### config.mk
export PLATFORM = sky130hd
export DESIGN_NAME = can_serial_bridge_rx_deframer
export DESIGN_NICKNAME = d
export VERILOG_FILES = /design/src/hw/rtl/csbd_pkg.sv /design/src/hw/rtl/csbd_parser.sv /design/src/hw/rtl/can_serial_bridge_rx_deframer.sv
export SDC_FILE = /design/constraint.sdc
export NUM_CORES = 1
export LEC_CHECK = 0
export BUFFER_PORTS_ARGS = -buffer_cell sky130_fd_sc_hd__clkbuf_2
export CORE_UTILIZATION = 45
export CTS_BUF_LIST = sky130_fd_sc_hd__clkbuf_4 sky130_fd_sc_hd__clkbuf_8
export CTS_CLUSTER_DIAMETER = 120
export DETAILED_ROUTE_END_ITERATION = 8
export RECOVER_POWER = 50
export REMOVE_ABC_BUFFERS = 1
export SKIP_LAST_GASP = 1
export SLEW_MARGIN = 20
export SYNTH_ARGS = -nofsm -noshare
export SYNTH_HDL_FRONTEND = slang
export SYNTH_HIERARCHICAL = 1
export SYNTH_SLANG_ARGS = --single-unit
### constraint.sdc
create_clock -name clk -period 7.8 [get_ports clk]
set_input_delay 0.78 -clock clk [delete_from_list [all_inputs] [get_ports clk]]
set_output_delay 0.78 -clock clk [all_outputs]
set_load 0.01 [all_outputs]
### src/hw/rtl/csbd_pkg.sv
// Shared types, codes and helpers for the serial bridge receive deframer.
// No dependencies; imported by the parser, the top level and the checker.
package csbd_pkg;

  // Parser state codes
  localparam logic [3:0] ST_IDLE    = 4'd0;
  localparam logic [3:0] ST_CMD     = 4'd1;
  localparam logic [3:0] ST_CAN     = 4'd2;
  localparam logic [3:0] ST_FD      = 4'd3;
  localparam logic [3:0] ST_TSYNC   = 4'd4;
  localparam logic [3:0] ST_DIG     = 4'd5;
  localparam logic [3:0] ST_ANA     = 4'd6;
  localparam logic [3:0] ST_PARAMS  = 4'd7;
  localparam logic [3:0] ST_DEVINFO = 4'd8;
  localparam logic [3:0] ST_NBUS    = 4'd9;
  localparam logic [3:0] ST_EXTBUS  = 4'd10;
  localparam logic [3:0] ST_FDSET   = 4'd11;

  // Command bytes following the start byte
  localparam logic [7:0] CMD_CAN     = 8'd0;
  localparam logic [7:0] CMD_TSYNC   = 8'd1;
  localparam logic [7:0] CMD_DIG     = 8'd2;
  localparam logic [7:0] CMD_ANA     = 8'd3;
  localparam logic [7:0] CMD_NOP_A   = 8'd4;
  localparam logic [7:0] CMD_NOP_B   = 8'd5;
  localparam logic [7:0] CMD_PARAMS  = 8'd6;
  localparam logic [7:0] CMD_DEVINFO = 8'd7;
  localparam logic [7:0] CMD_VALID   = 8'd9;
  localparam logic [7:0] CMD_NBUS    = 8'd12;
  localparam logic [7:0] CMD_EXTBUS  = 8'd13;
  localparam logic [7:0] CMD_FD      = 8'd20;
  localparam logic [7:0] CMD_FDSET   = 8'd22;

  localparam logic [7:0] START_BYTE = 8'hF1;

  // Result kinds
  localparam logic [3:0] KIND_HEADER  = 4'd0;
  localparam logic [3:0] KIND_PAYLOAD = 4'd1;
  localparam logic [3:0] KIND_FD_END  = 4'd2;
  localparam logic [3:0] KIND_VALID   = 4'd3;
  localparam logic [3:0] KIND_TSYNC   = 4'd4;
  localparam logic [3:0] KIND_BUS0    = 4'd5;
  localparam logic [3:0] KIND_BUS1    = 4'd6;
  localparam logic [3:0] KIND_DEVINFO = 4'd7;
  localparam logic [3:0] KIND_NBUS    = 4'd8;
  localparam logic [3:0] KIND_EXTBUS  = 4'd9;

  // Configuration register indexes
  localparam int unsigned CFG_IDX_W = 1;
  localparam logic [CFG_IDX_W-1:0] REG_TIME_OFFSET = 1'd0;
  localparam logic [CFG_IDX_W-1:0] REG_CAPT_SUSP   = 1'd1;

  // Payload length ceiling
  localparam logic [5:0] FD_MAX_LEN = 6'd63;

  typedef struct packed {
    logic [3:0]  parser_state;
    logic [6:0]  step_count;
    logic [31:0] stamp_accum;
    logic [31:0] word_accum;
    logic [5:0]  payload_len;
    logic [7:0]  flag_byte;
  } parse_state_t;

  typedef struct packed {
    logic [3:0]         kind;
    logic [31:0]        value;
    logic               extended;
    logic               fd_frame;
    logic [5:0]         length;
    logic signed [33:0] timestamp;
    logic [7:0]         data_byte;
    logic [5:0]         byte_index;
    logic               enabled;
    logic               listen_only;
    logic [7:0]         aux;
    logic               last;
  } result_t;

  function automatic logic [5:0] sat_len(input logic [5:0] raw);
    return (raw > FD_MAX_LEN) ? FD_MAX_LEN : raw;
  endfunction

  // LSB-first word assembly
  function automatic logic [31:0] shift_in(input logic [31:0] acc, input logic [7:0] c);
    return {c, acc[31:8]};
  endfunction

endpackage

### src/hw/rtl/csbd_parser.sv
// One-byte step of the deframer: next parser state and optional result.
// Pure combinational; depends on csbd_pkg.
module csbd_parser (
  input  csbd_pkg::parse_state_t cur,
  input  logic [7:0]             rx_byte,
  input  logic [31:0]            time_offset,
  input  logic                   capture_suspended,
  output csbd_pkg::parse_state_t nxt,
  output logic                   res_valid,
  output csbd_pkg::result_t      res
);
  import csbd_pkg::*;

  logic [6:0] s;
  logic [6:0] idx;
  logic [5:0] len_new;
  logic [1:0] grp;
  logic [6:0] pos;
  logic       go_idle;
  logic       frame_res;

  assign s = cur.step_count;

  always_comb begin
    nxt            = cur;
    nxt.step_count = s + 7'd1;
    res            = '0;
    res_valid      = 1'b0;
    frame_res      = 1'b0;
    go_idle        = 1'b0;
    idx            = '0;
    len_new        = '0;
    grp            = '0;
    pos            = '0;

    unique case (cur.parser_state)
      ST_CMD: begin
        nxt.step_count = '0;
        unique case (rx_byte)
          CMD_CAN:     nxt.parser_state = ST_CAN;
          CMD_TSYNC:   nxt.parser_state = ST_TSYNC;
          CMD_DIG:     nxt.parser_state = ST_DIG;
          CMD_ANA:     nxt.parser_state = ST_ANA;
          CMD_NOP_A,
          CMD_NOP_B:   nxt.parser_state = ST_IDLE;
          CMD_PARAMS:  nxt.parser_state = ST_PARAMS;
          CMD_DEVINFO: nxt.parser_state = ST_DEVINFO;
          CMD_VALID: begin
            res.kind         = KIND_VALID;
            res_valid        = 1'b1;
            nxt.parser_state = ST_IDLE;
          end
          CMD_NBUS:    nxt.parser_state = ST_NBUS;
          CMD_EXTBUS:  nxt.parser_state = ST_EXTBUS;
          CMD_FD:      nxt.parser_state = ST_FD;
          CMD_FDSET:   nxt.parser_state = ST_FDSET;
          default:     nxt.parser_state = ST_CMD;  // unknown: keep waiting
        endcase
      end

      ST_CAN, ST_FD: begin
        if (s < 7'd4) begin
          nxt.stamp_accum = shift_in(cur.stamp_accum, rx_byte);
        end else if (s < 7'd8) begin
          nxt.word_accum = shift_in(cur.word_accum, rx_byte);
        end else if (cur.parser_state == ST_CAN) begin
          if (s == 7'd8) begin
            len_new         = sat_len({2'b00, rx_byte[3:0]});
            nxt.payload_len = len_new;
            frame_res       = 1'b1;
            res.kind        = KIND_HEADER;
            res.value       = {1'b0, cur.word_accum[30:0]};
            res.extended    = cur.word_accum[31];
            res.length      = len_new;
            res.timestamp   = $signed({2'b00, cur.stamp_accum}) +
                              $signed({{2{time_offset[31]}}, time_offset});
            res.aux         = {4'd0, rx_byte[7:4]};
            res.last        = (len_new == '0);
            go_idle         = (len_new == '0);
          end else begin
            idx = s - 7'd9;
            if (idx >= {1'b0, cur.payload_len}) begin
              go_idle = 1'b1;
            end else begin
              frame_res      = 1'b1;
              res.kind       = KIND_PAYLOAD;
              res.data_byte  = rx_byte;
              res.byte_index = idx[5:0];
              res.last       = (idx + 7'd1 == {1'b0, cur.payload_len});
              go_idle        = res.last;
            end
          end
        end else begin
          if (s == 7'd8) begin
            nxt.payload_len = sat_len(rx_byte[5:0]);
          end else if (s == 7'd9) begin
            frame_res     = 1'b1;
            res.kind      = KIND_HEADER;
            res.value     = {1'b0, cur.word_accum[30:0]};
            res.extended  = cur.word_accum[31];
            res.fd_frame  = 1'b1;
            res.length    = cur.payload_len;
            res.timestamp = $signed({2'b00, cur.stamp_accum}) +
                            $signed({{2{time_offset[31]}}, time_offset});
            res.aux       = rx_byte;
          end else begin
            idx = s - 7'd10;
            frame_res = 1'b1;
            if (idx < {1'b0, cur.payload_len}) begin
              res.kind       = KIND_PAYLOAD;
              res.data_byte  = rx_byte;
              res.byte_index = idx[5:0];
            end else begin
              res.kind = KIND_FD_END;
              res.last = 1'b1;
              go_idle  = 1'b1;
            end
          end
        end
        if (frame_res && !capture_suspended) res_valid = 1'b1;
        if (!frame_res || capture_suspended) res = '0;
      end

      ST_TSYNC: begin
        nxt.word_accum = shift_in(cur.word_accum, rx_byte);
        if (s >= 7'd3) begin
          res.kind  = KIND_TSYNC;
          res.value = nxt.word_accum;
          res_valid = 1'b1;
          go_idle   = 1'b1;
        end
      end

      ST_DIG: go_idle = (s >= 7'd1);

      ST_ANA: go_idle = (s >= 7'd8);

      ST_PARAMS: begin
        if (s == 7'd0 || s == 7'd5) begin
          nxt.flag_byte = rx_byte;
        end else begin
          nxt.word_accum = shift_in(cur.word_accum, rx_byte);
          if (s == 7'd4 || s >= 7'd9) begin
            res.kind        = (s == 7'd4) ? KIND_BUS0 : KIND_BUS1;
            res.value       = nxt.word_accum;
            res.enabled     = (cur.flag_byte[3:0] != '0);
            res.listen_only = (cur.flag_byte[7:4] != '0);
            res.aux         = (s == 7'd4) ? 8'd0 : {6'd0, cur.flag_byte[7:6]};
            res_valid       = 1'b1;
            go_idle         = (s >= 7'd9);
          end
        end
      end

      ST_DEVINFO: begin
        if (s < 7'd2) begin
          nxt.word_accum = shift_in(cur.word_accum, rx_byte);
        end else if (s >= 7'd5) begin
          res.kind  = KIND_DEVINFO;
          res.value = {16'd0, cur.word_accum[31:16]};
          res.aux   = rx_byte;
          res_valid = 1'b1;
          go_idle   = 1'b1;
        end
      end

      ST_NBUS: begin
        res.kind  = KIND_NBUS;
        res.value = {24'd0, rx_byte};
        res_valid = 1'b1;
        go_idle   = 1'b1;
      end

      ST_EXTBUS: begin
        // three groups of five bytes: flag byte then a 32-bit baud word
        if (s >= 7'd15) begin
          go_idle = 1'b1;
        end else begin
          grp = (s >= 7'd10) ? 2'd2 : ((s >= 7'd5) ? 2'd1 : 2'd0);
          pos = s - 7'(5 * grp);
          if (pos == '0) begin
            nxt.flag_byte = rx_byte;
          end else begin
            nxt.word_accum = shift_in(cur.word_accum, rx_byte);
            if (pos == 7'd4) begin
              res.kind        = KIND_EXTBUS;
              res.value       = nxt.word_accum;
              res.byte_index  = {4'd0, grp};
              res.enabled     = (cur.flag_byte[3:0] != '0);
              res.listen_only = (grp == 2'd0) && (cur.flag_byte[7:4] != '0);
              res_valid       = 1'b1;
              go_idle         = (grp == 2'd2);
            end
          end
        end
      end

      ST_FDSET: begin
        // skip until a start byte
        nxt.step_count = cur.step_count;
        if (rx_byte == START_BYTE) begin
          nxt.parser_state = ST_CMD;
          nxt.step_count   = '0;
        end
      end

      default: begin
        // idle and unused codes
        nxt.parser_state = (rx_byte == START_BYTE) ? ST_CMD : ST_IDLE;
        nxt.step_count   = '0;
      end
    endcase

    if (go_idle) begin
      nxt.parser_state = ST_IDLE;
      nxt.step_count   = '0;
    end

    if (!res_valid) res = '0;
  end

endmodule

### src/hw/rtl/can_serial_bridge_rx_deframer.sv
// Top level of the serial bridge receive deframer.
// Depends on csbd_pkg and csbd_parser.
//
// Usage:
//   Bytes of the adapter's binary reply stream enter on the in_ stream, one
//   byte per word. Each accepted byte yields zero or one result word on the
//   out_ stream: frame headers, payload bytes, FD end markers, and the
//   status replies (validation, time sync, bus parameters, device info, bus
//   count, extended bus). out_tuser carries the result kind, out_tlast marks
//   the final word of a frame record.
// Path: an accepted byte waits in the input register, and its result in the
//   result register (two register stages).
// Throughput: one byte per cycle sustained unless out_tready stalls; the
//   parser step is a single combinational pass between those two registers.
// Stall: when out_tready is low the result register holds; the input
//   register still takes one more byte, after which in_tready drops until
//   the result is taken.
// Reset: rst_n low (synchronous) empties both registers, returns the parser
//   to idle and clears time_offset and capture_suspended.
// Configuration: cfg_we writes cfg_wdata to cfg_addr (0 time_offset,
//   1 capture_suspended); write only while the block is idle; not enforced.
module can_serial_bridge_rx_deframer (
  input  logic                             clk,
  input  logic                             rst_n,
  // input stream
  input  logic                             in_tvalid,
  output logic                             in_tready,
  input  logic [7:0]                       in_tdata,   // [7:0] rx_byte
  // result stream
  output logic                             out_tvalid,
  input  logic                             out_tready,
  // [31:0] value, [32] extended, [33] fd_frame, [39:34] length,
  // [73:40] timestamp, [81:74] data_byte, [87:82] byte_index,
  // [88] enabled, [89] listen_only, [97:90] aux, [103:98] zero
  output logic [103:0]                     out_tdata,
  output logic [3:0]                       out_tuser,  // [3:0] kind
  output logic                             out_tlast,  // last
  // configuration
  input  logic                             cfg_we,
  input  logic [csbd_pkg::CFG_IDX_W-1:0]   cfg_addr,
  input  logic [31:0]                      cfg_wdata
);
  import csbd_pkg::*;

  // config registers
  logic [31:0]  time_offset_r;
  logic         capt_susp_r;

  // input register
  logic         in_valid_r;
  logic [7:0]   in_byte_r;

  // parser state
  parse_state_t pst_r;
  parse_state_t pst_nxt;

  // result register
  logic         out_valid_r;
  result_t      out_res_r;
  result_t      res_nxt;
  logic         res_valid;

  logic         advance;  // result register may load
  logic         fire;     // buffered byte is processed this cycle

  assign advance   = !out_valid_r || out_tready;
  assign fire      = in_valid_r && advance;
  assign in_tready = !in_valid_r || advance;

  csbd_parser u_parser (
    .cur               (pst_r),
    .rx_byte           (in_byte_r),
    .time_offset       (time_offset_r),
    .capture_suspended (capt_susp_r),
    .nxt               (pst_nxt),
    .res_valid         (res_valid),
    .res               (res_nxt)
  );

  // Config writes
  always_ff @(posedge clk) begin
    if (!rst_n) begin
      time_offset_r <= '0;
      capt_susp_r   <= 1'b0;
    end else if (cfg_we) begin
      unique case (cfg_addr)
        REG_TIME_OFFSET: time_offset_r <= cfg_wdata;
        REG_CAPT_SUSP:   capt_susp_r   <= cfg_wdata[0];
        default:         ;
      endcase
    end
  end

  // Input register: refills in the same cycle it drains
  always_ff @(posedge clk) begin
    if (!rst_n) begin
      in_valid_r <= 1'b0;
    end else if (in_tvalid && in_tready) begin
      in_valid_r <= 1'b1;
    end else if (fire) begin
      in_valid_r <= 1'b0;
    end
  end

  always_ff @(posedge clk) begin
    if (in_tvalid && in_tready) in_byte_r <= in_tdata;
  end

  // Parser state advances once per processed byte
  always_ff @(posedge clk) begin
    if (!rst_n) begin
      pst_r <= '{parser_state: ST_IDLE, default: '0};
    end else if (fire) begin
      pst_r <= pst_nxt;
    end
  end

  // Result register
  always_ff @(posedge clk) begin
    if (!rst_n) begin
      out_valid_r <= 1'b0;
    end else if (advance) begin
      out_valid_r <= fire && res_valid;
    end
  end

  always_ff @(posedge clk) begin
    if (advance) out_res_r <= res_nxt;
  end

  assign out_tvalid = out_valid_r;
  assign out_tuser  = out_res_r.kind;
  assign out_tlast  = out_res_r.last;
  assign out_tdata  = {6'd0,
                       out_res_r.aux,
                       out_res_r.listen_only,
                       out_res_r.enabled,
                       out_res_r.byte_index,
                       out_res_r.data_byte,
                       out_res_r.timestamp,
                       out_res_r.length,
                       out_res_r.fd_frame,
                       out_res_r.extended,
                       out_res_r.value};

endmodule

==> run_results.csv, run 1 <==
group,metric,value,unit
layout,layout-drive-gt1-share,13.6,%
sta,fin_skew,0.0174,ns
synthesis,synthAdderAreaFrac,5.74,%
critical_path,critPathMaxStageDelay,3.51,ns
layout,antenna_cells,0,
sta,fmax,170,MHz
job,max-cap-violations,4,
synthesis,ys_seq_elements,235,
sta,tightest_slew,5.11,ns
critical_path,critical_path_buf_inv_count,2,
synthesis,synth_area,13800,sq um
power_and_ir_drop,ir_drop,0.110,mV
critical_path,slowest_stage,"clkbuf_1",
synthesis,syn_inst,1467,
critical_path,critPathTopFamily,"buffers and inverters",
sta,setup_viol,0,
detailed_routing,wl,35200,microns
global_route,grt_pass1_wl,55200,microns
synthesis,syn_area_per_cell,9.39,sq um
layout,finalNetCount,1688,
clock_network,cts_buffer_depth,3,
layout,area_growth,11.9,%
global_route,global_route.overflow_total,0,
placement,gp_congestion,0.892,
synthesis,synth_compound_area_share,13.2,%
clock_network,cts_tree,"yes",
clock_network,clock_latency,0.57,ns
detailed_routing,num_vias,10995,
synthesis,synth_edf_count,111,
clock_network,cts_hold_buf,0,
synthesis,ys_warn_count,6,
power_and_ir_drop,finalPower,2.61,mW
die,die_y,177,microns
global_route,grtUsageTotal,22.2,%
sta,period_minus_slack,5.87,ns
die,rows,63,
critical_path,cp_max_fo,127,
clock_network,cts_setup_buffers,0,
sta,rsz0062_at_grt,"false",
clock_network,cts.htree.levels,2,
synthesis,ys_seq_area_share,42.2,%
synthesis,synthFlopType,"dfxtp_1",
clock_network,ctsRootBufferMaster,"clkbuf_8",
hold_path,worstHoldPathType,"primary input to register",
die,initial_core_util,46.1,%
detailed_routing,drc_errors,0,
critical_path,required,8.27,ns
critical_path,cp.arrival,6.34,ns
clock_network,cts_buffers,42,
detailed_routing,drt-initial-drc-count,756,
clock_network,cts.sink_count,235,
synthesis,synth.area.mux_share,13.6,%
layout,multi_input_area,7370,sq um
detailed_routing,via_per_inst,5.49,
power_and_ir_drop,powerDensity,169,nW/um^2
placement,hpwl,23800,microns
die,die_area,31300,sq um
die,die_w,177,microns
synthesis,synth-xor-area-share,3.18,%
outcome,status,"finished with violations",
global_route,grt_pass1_vias,10299,
detailed_routing,drt_first_pass_iters,6,
critical_path,cp-start-kind,"primary input",
critical_path,crit_path_end_kind,"register",
die,ios,157,
sta,period_share,75.2,%
global_route,grt_max_degree,128,
synthesis,yosys.cell_types.count,76,
clock_network,path_clk_slew,0.07,ns
global_route,antenna_found_initial,0,
synthesis,synth_top_family_by_area,"simple AND/OR/NAND/NOR gates",
synthesis,synthArstFlopShare,0,%
die,core_area,29900,sq um
layout,fillers,2828,
power_and_ir_drop,leakage,6.11,nW
placement,port_buffers,150,
sta,finalHoldViolCount,0,
outcome,violations,"max-capacitance violations, max-slew violations",
critical_path,critical_path_class,"primary input to register",
synthesis,synth-simple-area-share,17.5,%
sta,drv_slew,324,
detailed_routing,ant_nets,0,
sta,relSlewSlack,-241,%
critical_path,rrSetupSlack,2.05,ns
critical_path,path_cells,"clkbuf_1, clkbuf_2, nand2_1, mux2i_1",
layout,regArea,5820,sq um
sta,fin_tns_setup,0,ns
clock_network,ctsResizeCount,0,
detailed_routing,wl_per_cell,17.6,microns
## worst register-to-register path, cell delays in order (launching register included)
cell	delay, ns
dfxtp_1	0.78
clkinv_1	0.52
ha_1	0.41
inv_1	0.15
a21oi_1	0.07
o21a_1	0.28
nand3_1	0.15
inv_1	0.08
or2_2	0.31
inv_1	0.07
ha_1	0.15
nor2_1	0.06
fa_1	0.46
nor4b_1	0.17
mux2i_1	0.16
a211oi_2	0.11
nand3_1	0.29
nand3_2	0.63
a222oi_1	0.58
inv_1	0.07
## cell usage after synthesis (all sizes together), types with 26 or more instances
cell type  count  area share [%]
ha            60             5.5
mux2i         93             6.8
nand2        326             8.9
a21oi         70             2.6
inv           41             1.1
xor2          26             1.7
o21ai         41             1.5
a21boi        35             1.9
mux2          72             6.7
buf           36             1.7
clkbuf        61             1.7
dfxtp        124              18
nor2          89             2.4
edfxtp       111              24
## layer usage
layer,routed length (microns),share of wire [%],up-vias,GRT usage [%]
met5,0,0,-,0
met4,617,1.8,0,5.60
met3,1990,5.6,48,3.57
met2,16100,46,320,36.5
met1,16500,47,5194,30.2
li1,-,-,5433,-
## layout by cell type, fill, tap and decap left out, drive strengths merged, types with 5 or more instances in the layout
master  instances
mux2i          93
a222oi         18
a31oi           7
xnor2          24
nand4           6
nor2b          11
and2           19
clkinv          9
nor4            9
inv            42
a22o           17
conb            6
o21a            7
clkbuf        217
a21o           12
o22ai           7
a211oi          7
o21bai          5
edfxtp        111
nor3           23
dfxtp         124
xor2           26
nor2           89
mux2           72
nand3          20
nand2b         12
buf             9
a21boi         35
and3            6
nand2         326
a22oi           5
ha             60
nor3b           6
a21oi          70
o21ai          41
## state kept, by name (all words and copies together), names as in the netlist
signal,cells
capt_susp_r,1
out_tuser,4
out_tvalid,1
in_byte_r,8
time_offset_r,32
out_tdata,98
pst_r,89
out_tlast,1
in_valid_r,1
## report_power, final
group,internal (mW),switching (mW),total [mW]
clock,0.678,0.523,1.20
sequential,1.29,0.0139,1.31
combinational,0.0394,0.0637,0.103
## through the flow
step	utilization [%]	setup slack (ns)	instances	hold slack, ns	area [sq um]
4_1_cts	52.1	2.10	2003	0.356	15600
3_5_place_dp	49.1	2.13	1926	0.468	14700
5_1_grt	51.6	1.35	2003	0.355	15400
2_1_floorplan	-	2.22	1375	0.444	13300
3_3_place_gp	49.1	2.37	1926	0.454	14700
6_report	51.6	1.93	2003	0.386	15400
## layout make-up
| type | count | share of cell area [%] |
|---|---|---|
| Multi-Input combinational cell | 1097 | 47.8 |
| Sequential cell | 235 | 37.7 |
| Tap cell | 390 | 3.17 |
| Clock buffer | 65 | 5.07 |
| Timing Repair Buffer | 161 | 4.50 |
| Clock inverter | 12 | 0.658 |
| Inverter | 43 | 1.06 |
## final timing paths
kind | startpoint | end | cells past startpoint
worst max register to register | pst_r[80]$_SDFFE_PN0P_ | out_tdata[9]$_DFFE_PP_ | 19
worst max-delay path | rst_n | pst_r[62]$_SDFFE_PN0P_ | 4
worst min-delay path | in_tdata[3] | in_byte_r[3]$_DFFE_PP_ | 1
worst min register to register | time_offset_r[19]$_SDFFE_PN0P_ | time_offset_r[19]$_SDFFE_PN0P_ | 2
## kinds of logic after synthesis
family                     Yosys count
AOI/OAI and AO/OA                  264
muxes                              166
adders and majority gates           62
buffers and inverters              140
other                                1
DFF                                235
and+or+nand+nor                    549
xor gates and xnor gates            50
Note: power is estimated with default switching activity, not from simulation.
==> run 2: changes to the inputs <==
--- a/config.mk
+++ b/config.mk
@@ -5,11 +5,13 @@
 export SDC_FILE = /design/constraint.sdc
 export NUM_CORES = 1
 export LEC_CHECK = 0
+export ABC_AREA = 1
 export BUFFER_PORTS_ARGS = -buffer_cell sky130_fd_sc_hd__clkbuf_2
 export CORE_UTILIZATION = 45
 export CTS_BUF_LIST = sky130_fd_sc_hd__clkbuf_4 sky130_fd_sc_hd__clkbuf_8
 export CTS_CLUSTER_DIAMETER = 120
 export DETAILED_ROUTE_END_ITERATION = 8
+export PLACE_DENSITY = 0.66
 export RECOVER_POWER = 50
 export REMOVE_ABC_BUFFERS = 1
 export SKIP_LAST_GASP = 1
==> constraint.sdc (replaced) <==
create_clock -name clk -period 4.81 [get_ports clk]
set_input_delay 0.481 -clock clk [delete_from_list [all_inputs] [get_ports clk]]
set_output_delay 0.481 -clock clk [all_outputs]
set_load 0.01 [all_outputs]
==> run 2 against run 1 <==
  * Sequential power rose by 76%
  * Register-to-register slack got worse by 1.6 ns
  * Setup slack worse by 1.4 ns
  * Via count rose by 37%
  * The run still ends with max-capacitance violations, max-slew violations left
  * Count of clock-buffer cells in the layout rose by 4
  * Critical path depth increased by 22
  * Synthesized area grew 11%
  * Utilization is 0.52 points lower
  * Sequential cell count unchanged
  * Total power grew 110%
  * Die area grew 11%
==> run_results.csv, run 2 <==
group,metric,value,unit
sta,setup_viol,0,
synthesis,synth_edf_count,111,
detailed_routing,drt-initial-drc-count,1407,
outcome,violations,"max-capacitance violations, max-slew violations",
outcome,status,"finished with violations",
die,die_area,34800,sq um
synthesis,syn_area_per_cell,7.12,sq um
layout,final_common_cell,"nand2_1",
synthesis,synth_area,15300,sq um
die,core_area,33500,sq um
clock_network,ctsRootBufferMaster,"clkbuf_8",
sta,tightest_slew,3.21,ns
global_route,grtUsageTotal,26.0,%
layout,antenna_cells,0,
sta,period_minus_slack,4.32,ns
placement,post_dp_cell_area,16300,sq um
clock_network,cts.htree.levels,2,
detailed_routing,wl,46000,microns
synthesis,synth.area.top_cells,"edfxtp_1, dfxtp_1, nand2_1",
sta,setup_slack,0.490,ns
detailed_routing,wl_per_cell,16.8,microns
global_route,grt_max_degree,154,
synthesis,synthArstFlopShare,0,%
global_route,grt_pass1_wl,73400,microns
power_and_ir_drop,ir_drop,0.184,mV
synthesis,yosys.cell_types.count,56,
critical_path,critical_path_class,"register to register",
hold_path,worstHoldPathType,"primary input to register",
die,die_y,187,microns
placement,hpwl,30800,microns
clock_network,path_clk_slew,0.06,ns
sta,fin_skew,0.0239,ns
die,die_w,187,microns
synthesis,ys_seq_elements,235,
synthesis,ys_warn_count,6,
sta,finalHoldViolCount,0,
clock_network,cts_hold_buf,0,
die,rows,67,
synthesis,synth.largest_area_cell,"edfxtp_1",
placement,port_buffers,150,
global_route,grt_pass1_vias,14027,
clock_network,cts_buffers,44,
layout,layout_common_cells,"nand2_1, nor2_1, inv_1",
critical_path,crit_path_end_kind,"register",
clock_network,cts_tree,"yes",
layout,layout-drive-gt1-share,8.75,%
layout,fin_util,51.1,%
die,ios,157,
detailed_routing,drc_errors,0,
critical_path,cp.arrival,4.86,ns
layout,finalNetCount,2370,
critical_path,cp-start-kind,"register",
detailed_routing,via_per_inst,5.47,
job,max-cap-violations,1,
detailed_routing,ant_nets,0,
layout,final_area,17100,sq um
synthesis,synth.most_common_cell,"nand2_1",
sta,relSlewSlack,-114,%
sta,drv_slew,88,
critical_path,cp_max_fo,28,
global_route,antenna_found_initial,0,
power_and_ir_drop,leakage,7.54,nW
power_and_ir_drop,finalPower,5.53,mW
layout,largest_reg_flops,98,
clock_network,cts.sink_count,235,
synthesis,yosys-top-cells-count,"nand2_1, nor2_1, inv_1",
critical_path,required,5.35,ns
clock_network,clock_latency,0.62,ns
clock_network,cts_buffer_depth,3,
layout,area_growth,11.7,%
detailed_routing,num_vias,15009,
detailed_routing,drt_first_pass_iters,8,
placement,pre_cts_slack,0.436,ns
power_and_ir_drop,powerDensity,323,nW/um^2
synthesis,netlist.area_leader.share,21.7,%
placement,gp_congestion,0.935,
synthesis,ys_seq_area_share,37.9,%
synthesis,synthFlopType,"dfxtp_1",
die,initial_core_util,45.7,%
synthesis,syn_inst,2152,
sta,period_share,89.8,%
global_route,global_route.overflow_total,0,
sta,fmax,231,MHz
==> run 2: power by group <==
part           switching, mW  leakage (nW)  internal, mW
Clock                  0.896         0.501          1.20
Combinational          0.739          4.68         0.396
Sequential             0.120          2.36          2.18
==> run 2: logic make-up after synthesis <==
logic type      after synthesis  synth area share [%]
compound gates              425                  15.9
other cells                   1                0.0245
buf+inv                     406                  11.0
xor+xnor                     40                  2.29
simple gates                976                  27.1
flops                       235                  37.9
fa+ha+maj                    62                  5.16
mux                           7                 0.514
==> run 2: routing by layer <==
layer	routed length (microns)	part of all wire [%]	up-vias	global-route usage [%]
met4	1650	3.6	0	11.2
li1	-	-	7384	-
met2	21200	46	541	43.0
met5	0	0	-	0
met3	3290	7.1	114	4.57
met1	19900	43	6970	33.3
==> run 2: what timing repair did <==
| action | 4_1_cts | 5_1_grt |
|---|---|---|
| setup buffers | 0 | 0 |
| setup endpoints to repair | 0 | 35 |
| gates resized for setup | 0 | 3 |
==> run 2: layout make-up <==
| type | instances | area (sq um) |
|---|---|---|
| well taps | 448 | 561 |
| clock inverters | 13 | 125 |
| repair buffers | 178 | 832 |
| flip-flops and latches | 235 | 5820 |
| multi-input cells | 1516 | 7880 |
| fillers | 3433 | 16400 |
| inverters | 287 | 1090 |
| clock buffers | 69 | 825 |
==> run 2: worst paths after layout <==
check | from | to | slack (ns) | depth (start not counted)
hold reg to reg | time_offset_r[25]$_SDFFE_PN0P_ | time_offset_r[25]$_SDFFE_PN0P_ | 0.49 | 2
hold / removal | in_tdata[5] | in_byte_r[5]$_DFFE_PP_ | 0.06 | 1
setup reg to reg | pst_r[79]$_SDFFE_PN0P_ | pst_r[44]$_SDFFE_PN0P_ | 0.49 | 26
setup / recovery | pst_r[79]$_SDFFE_PN0P_ | pst_r[44]$_SDFFE_PN0P_ | 0.49 | 26
==> run 2: through the flow <==
stage | hold slack [ns] | setup TNS (ns) | instances
floorplan | 0.448 | -18.07 | 2038
global placement | 0.466 | 0 | 2664
detailed placement | 0.483 | 0 | 2664
CTS | 0.0203 | 0 | 2746
global route | 0.0319 | -0.000107 | 2746
finish | 0.0585 | 0 | 2746
==> run 2: worst max-delay path: stages (launching register included) <==
cell	delay [ns]
dfxtp_1	0.30
inv_1	0.29
ha_1	0.28
inv_1	0.07
nand2_1	0.09
nand3_1	0.12
nor2_4	0.17
nand2_2	0.10
nor2_1	0.18
inv_1	0.09
nand2_1	0.08
ha_1	0.14
nor2_1	0.07
fa_1	0.53
o21ai_0	0.07
a21oi_1	0.13
nand3_1	0.12
a21oi_2	0.14
nand4_2	0.26
buf_4	0.34
nand3_1	0.11
nand3_1	0.09
a21oi_1	0.15
inv_1	0.05
nand3_1	0.07
nand2_1	0.07
nor2_1	0.11
